[src/rwt_pkg.sv]
`timescale 1ns / 1ps
// ----------------------------------------------------------------------------
// rwt_pkg
// Shared codes and controller/datapath interface types of the receive
// window tracker.
// ----------------------------------------------------------------------------
package rwt_pkg;

  localparam logic [1:0] CK_ORDERED   = 2'd0;
  localparam logic [1:0] CK_UNORDERED = 2'd1;
  localparam logic [1:0] CK_UNRELIABLE = 2'd2;
  localparam logic [1:0] CK_MONOTONIC = 2'd3;

  localparam logic [2:0] CT_NONE   = 3'd0;
  localparam logic [2:0] CT_SYN    = 3'd1;
  localparam logic [2:0] CT_SYNACK = 3'd2;
  localparam logic [2:0] CT_ACK    = 3'd3;
  localparam logic [2:0] CT_FIN    = 3'd4;

  localparam logic ITEM_STATUS = 1'b0;
  localparam logic ITEM_EVENT  = 1'b1;

  typedef enum logic [1:0] {
    ROUTE_NONE,
    ROUTE_ORD,
    ROUTE_EV,
    ROUTE_VER
  } route_e;

  typedef struct packed {
    logic accept;
    logic slot_write;
    logic drain_rd;
    logic drain_take;
    logic ver_rd;
    logic ver_take;
    logic ev_take;
    logic fin_take;
  } cmd_t;

  typedef struct packed {
    route_e route;
    logic   smod_done;
    logic   cmod_done;
    logic   hit;
    logic   newer;
    logic   out_free;
  } sts_t;

endpackage

[src/rwt_ctrl.sv]
`timescale 1ns / 1ps
// ----------------------------------------------------------------------------
// rwt_ctrl
// Sequencer of one packet: window update, reorder drain, version check and
// result beats.
// ----------------------------------------------------------------------------
module rwt_ctrl #(
  parameter int ACK_WINDOW = 32
) (
  input  logic          clk_i,
  input  logic          rst_ni,
  input  logic          in_valid_i,
  output logic          in_stall_o,
  input  rwt_pkg::sts_t sts_i,
  output rwt_pkg::cmd_t cmd_o
);

  import rwt_pkg::*;

  localparam int LW = $clog2(ACK_WINDOW + 2);

  typedef enum logic [2:0] {
    S_IDLE,
    S_SMOD,
    S_DRD,
    S_DCHK,
    S_CMOD,
    S_VCHK,
    S_EV,
    S_FIN
  } state_e;

  state_e        state_q;
  logic [LW-1:0] limit_q;
  cmd_t          cmd;

  always_comb begin
    cmd = '0;
    unique case (state_q)
      S_IDLE: cmd.accept     = in_valid_i;
      S_SMOD: cmd.slot_write = sts_i.smod_done;
      S_DRD:  cmd.drain_rd   = (limit_q != '0);
      S_DCHK: cmd.drain_take = sts_i.hit && sts_i.out_free;
      S_CMOD: cmd.ver_rd     = sts_i.cmod_done;
      S_VCHK: cmd.ver_take   = sts_i.newer && sts_i.out_free;
      S_EV:   cmd.ev_take    = sts_i.out_free;
      S_FIN:  cmd.fin_take   = sts_i.out_free;
      default: cmd = '0;
    endcase
  end

  always_ff @(posedge clk_i or negedge rst_ni) begin
    if (!rst_ni) begin
      state_q <= S_IDLE;
      limit_q <= '0;
    end else begin
      unique case (state_q)
        S_IDLE: begin
          if (in_valid_i) begin
            unique case (sts_i.route)
              ROUTE_ORD:  state_q <= S_SMOD;
              ROUTE_EV:   state_q <= S_EV;
              ROUTE_VER:  state_q <= S_CMOD;
              ROUTE_NONE: state_q <= S_FIN;
              default:    state_q <= S_FIN;
            endcase
          end
        end
        S_SMOD: begin
          if (sts_i.smod_done) begin
            limit_q <= LW'(ACK_WINDOW + 1);
            state_q <= S_DRD;
          end
        end
        S_DRD: state_q <= (limit_q != '0) ? S_DCHK : S_FIN;
        S_DCHK: begin
          if (!sts_i.hit) begin
            state_q <= S_FIN;
          end else if (sts_i.out_free) begin
            limit_q <= limit_q - LW'(1);
            state_q <= S_DRD;
          end
        end
        S_CMOD: if (sts_i.cmod_done) state_q <= S_VCHK;
        S_VCHK: begin
          if (!sts_i.newer || sts_i.out_free) begin
            state_q <= S_FIN;
          end
        end
        S_EV:  if (sts_i.out_free) state_q <= S_FIN;
        S_FIN: if (sts_i.out_free) state_q <= S_IDLE;
        default: state_q <= S_IDLE;
      endcase
    end
  end

  assign in_stall_o = (state_q != S_IDLE);
  assign cmd_o      = cmd;

endmodule

[config.mk]
export PLATFORM = sky130hd
export DESIGN_NAME = rwt_ctrl
export DESIGN_NICKNAME = d
export VERILOG_FILES = /design/src/rwt_pkg.sv /design/src/rwt_ctrl.sv
export SDC_FILE = /design/constraint.sdc
export NUM_CORES = 1
export LEC_CHECK = 0
export BUFFER_PORTS_ARGS = -buffer_cell sky130_fd_sc_hd__clkbuf_2
export CORE_MARGIN = 1.5
export CORE_UTILIZATION = 38
export DETAILED_ROUTE_END_ITERATION = 10
export HOLD_SLACK_MARGIN = 0.1
export PLACE_DENSITY_LB_ADDON = 0.08
export RECOVER_POWER = 50
export SYNTH_ARGS = -nofsm -noshare
export SYNTH_HDL_FRONTEND = slang
export SYNTH_SLANG_ARGS = --single-unit
[constraint.sdc]
create_clock -name clk_i -period 1.57 [get_ports clk_i]
set_input_delay 0.314 -clock clk_i [delete_from_list [all_inputs] [get_ports clk_i]]
set_output_delay 0.314 -clock clk_i [all_outputs]
set_load 0.01 [all_outputs]
==> metrics.cfg <==
[worst_setup_path]
reg2reg_to = state_q[2]$_DFFE_PN0P_
worstPathMaxFanout = 7
crit_required_ps = 1260
startpoint_type = flip-flop
path_class = flip-flop to primary output
crit_arrival_ps = 1420
rr_startpoint = state_q[2]$_DFFE_PN0P_
end_kind = primary output
endpoint = cmd_o[7]
reg2reg_slack_ps = -40
cp-startpoint = state_q[1]$_DFFE_PN0P_
ff2ff_path_depth = 5

[timing]
fin_skew_ps = 3.19
grt_setup_unrepaired = true
final_hold_viol_count = 0
fmaxAchievable_mhz = 578
worst_pin_slew_ps = 524
finalSetupViolations = 8
setup_slack_ps = -161
slew_violations = 0
fin_crit_sh = 1.10
min_period_ps = 1730
slew_headroom = 0.651

[cts]
htreeDepth = 1
numCtsBuffers = 3
worstSkewPairLatency_ps = 260
cts-root-buf = clkbuf_4
cts.sinks = 9
clk_path_buf_depth = 2
clk_pin_slew_ps = 60
cts_tree = yes

[cells_and_area]
layout_commonest_cell = buf_4
n_antenna_cell = 0
mostFrequentLayoutCells = 18 x buf_4, 10 x nor2_1, 9 x clkbuf_2, 9 x buf_6, 7 x buf_2
final_core_utilization = 0.687
fill_cells = 151
drive_above_1_share = 0.600
final_cells = 150
final_area_um2 = 1210
layout.nets = 138
syn2layout_area_growth_pct = 67.9

[synth]
ys_warn_count = 0
ys_seq_area_frac = 0.312
synth_cell_types = 39
ys.flop_type = dfrtp_1
synthTopCellsByArea = dfrtp_1 31%, nor2_1 6.8%, o2111ai_1 4.9%
async_flop_share = 1.00
synth_top_area_frac = 0.312
syn-num-nets = 92
syn_avg_cell_area_um2 = 9.02
synth_top_cell_by_area = dfrtp_1
netlist_instances = 80
synth_seq_cells = 9
synth_edf_count = 0
synth_area_um2 = 722

[drt]
first_iter_violations = 18
vias_per_cell = 5.07
wl_um = 1990
ant_nets = 0
drc = 0
drt_pass1_iterations = 4
routedWlPerCell_um = 13.3
dr_total_vias = 760

[run_status]
violations = setup timing
status = finished with violations

[place]
place_area_um2 = 910
gp_congestion = 0.776
dp.cells = 132
dp_hpwl_um = 1380
portBuffers = 18

[global_route]
overflow = 0
grt_pass1_wl_um = 3230
grt_max_degree = 11
grt_use_total = 0.217
grt_pass1_vias = 726
antenna_found_initial = 0

[floorplanning]
fp.dieH_um = 46.6
die_x_um = 46.6
rows = 15
initial_core_util = 0.409
die_area_um2 = 2170
io_pins = 19
core-area_um2 = 1760

[power_and_ir_drop]
peakVddDrop_mv = 1.04
power_density_nw_per_um2 = 1810
leakagePower_uw = 0.000559
finalPower_uw = 2200

[worst_hold_path]
hold_class = primary input to flip-flop

[flow_run]
maxCapViolCount = 0

worst min path at each step:
stage,to,slack (ps),cells past startpoint,startpoint
floorplan,limit_q[0]$_DFFE_PN0P_,20,0,rst_ni
global placement,limit_q[5]$_DFFE_PN0P_,190,1,rst_ni
detailed placement,limit_q[2]$_DFFE_PN0P_,190,1,rst_ni
CTS,state_q[0]$_DFFE_PN0P_,420,3,sts_i[2]
global route,state_q[1]$_DFFE_PN0P_,470,3,sts_i[0]
finish,state_q[0]$_DFFE_PN0P_,470,3,sts_i[2]
through the flow:
stage                     setup WS (ps)  hold slack (ps)  setup TNS, ps
after floorplan                    67.5             18.4              0
after global placement             42.9              190              0
after detailed placement           22.2              186              0
after CTS                          -182              424          -1000
after global routing               -212              470          -1280
final                              -161              468           -715
cell type report:
class	instances	area [µm²]	share of cell area
inverter	6	22.5	0.0186
tap	25	31.3	0.0258
clock buffer	4	26.3	0.0217
multi-input combinational	61	573	0.473
sequential	9	229	0.189
timing repair buffer	45	330	0.272
critical path: stages, from the launching register on:
cell     delay [ps]
dfrtp_2         470
buf_6           140
or3_4           320
nor2_1          100
buf_2           130
Yosys cell counts, types with 2 or more instances:
master	number
nand2_1	3
ha_1	2
nor2_1	13
o2111ai_1	4
o21ai_2	2
nand2b_1	3
xor2_1	3
nor2b_1	3
buf_6	3
dfrtp_1	9
nor3_1	3
inv_1	5
flip-flops by register name (all words and copies together), names as in the netlist:
name,flops
state_q,3
limit_q,6
report_power, final:
| part | leakage (µW) | internal, µW | switching, µW | total, µW |
|---|---|---|---|---|
| Sequential | 0.000103 | 342 | 163 | 506 |
| Combinational | 0.000441 | 836 | 675 | 1510 |
| Clock | 0.0000150 | 98.0 | 81.8 | 180 |
| Total | 0.000559 | 1280 | 920 | 2200 |
layer usage:
layer | global-route usage | vias up | part of all wire
met2 | 0.367 | 14 | 0.51
met4 | 0.0571 | 0 | 0
met1 | 0.262 | 367 | 0.46
met3 | 0.0706 | 0 | 0.033
met5 | 0 | - | 0
li1 | - | 379 | -
cells by family (layout without fill, tap and decap cells):
| family | count (synthesis) | count (layout) | synth area share |
|---|---|---|---|
| xor+xnor | 4 | 4 | 0.0485 |
| mux | 2 | 2 | 0.0347 |
| simple gates | 36 | 36 | 0.291 |
| buf+inv | 10 | 55 | 0.0832 |
| compound gates | 17 | 17 | 0.196 |
| fa+ha+maj | 2 | 2 | 0.0347 |
| flops | 9 | 9 | 0.312 |
repair_timing:
| action | 4_1_cts | 5_1_grt |
|---|---|---|
| hold buffers | 1 | 0 |
| pin swaps | 7 | 9 |
| cloned | 0 | 0 |
| buffers inserted | 9 | 4 |
| endpoints found under the hold margin | 9 | 0 |
| endpoints found under the setup margin | 9 | 12 |
| resized for setup | 20 | 31 |
(Power assumes the default switching activity.)
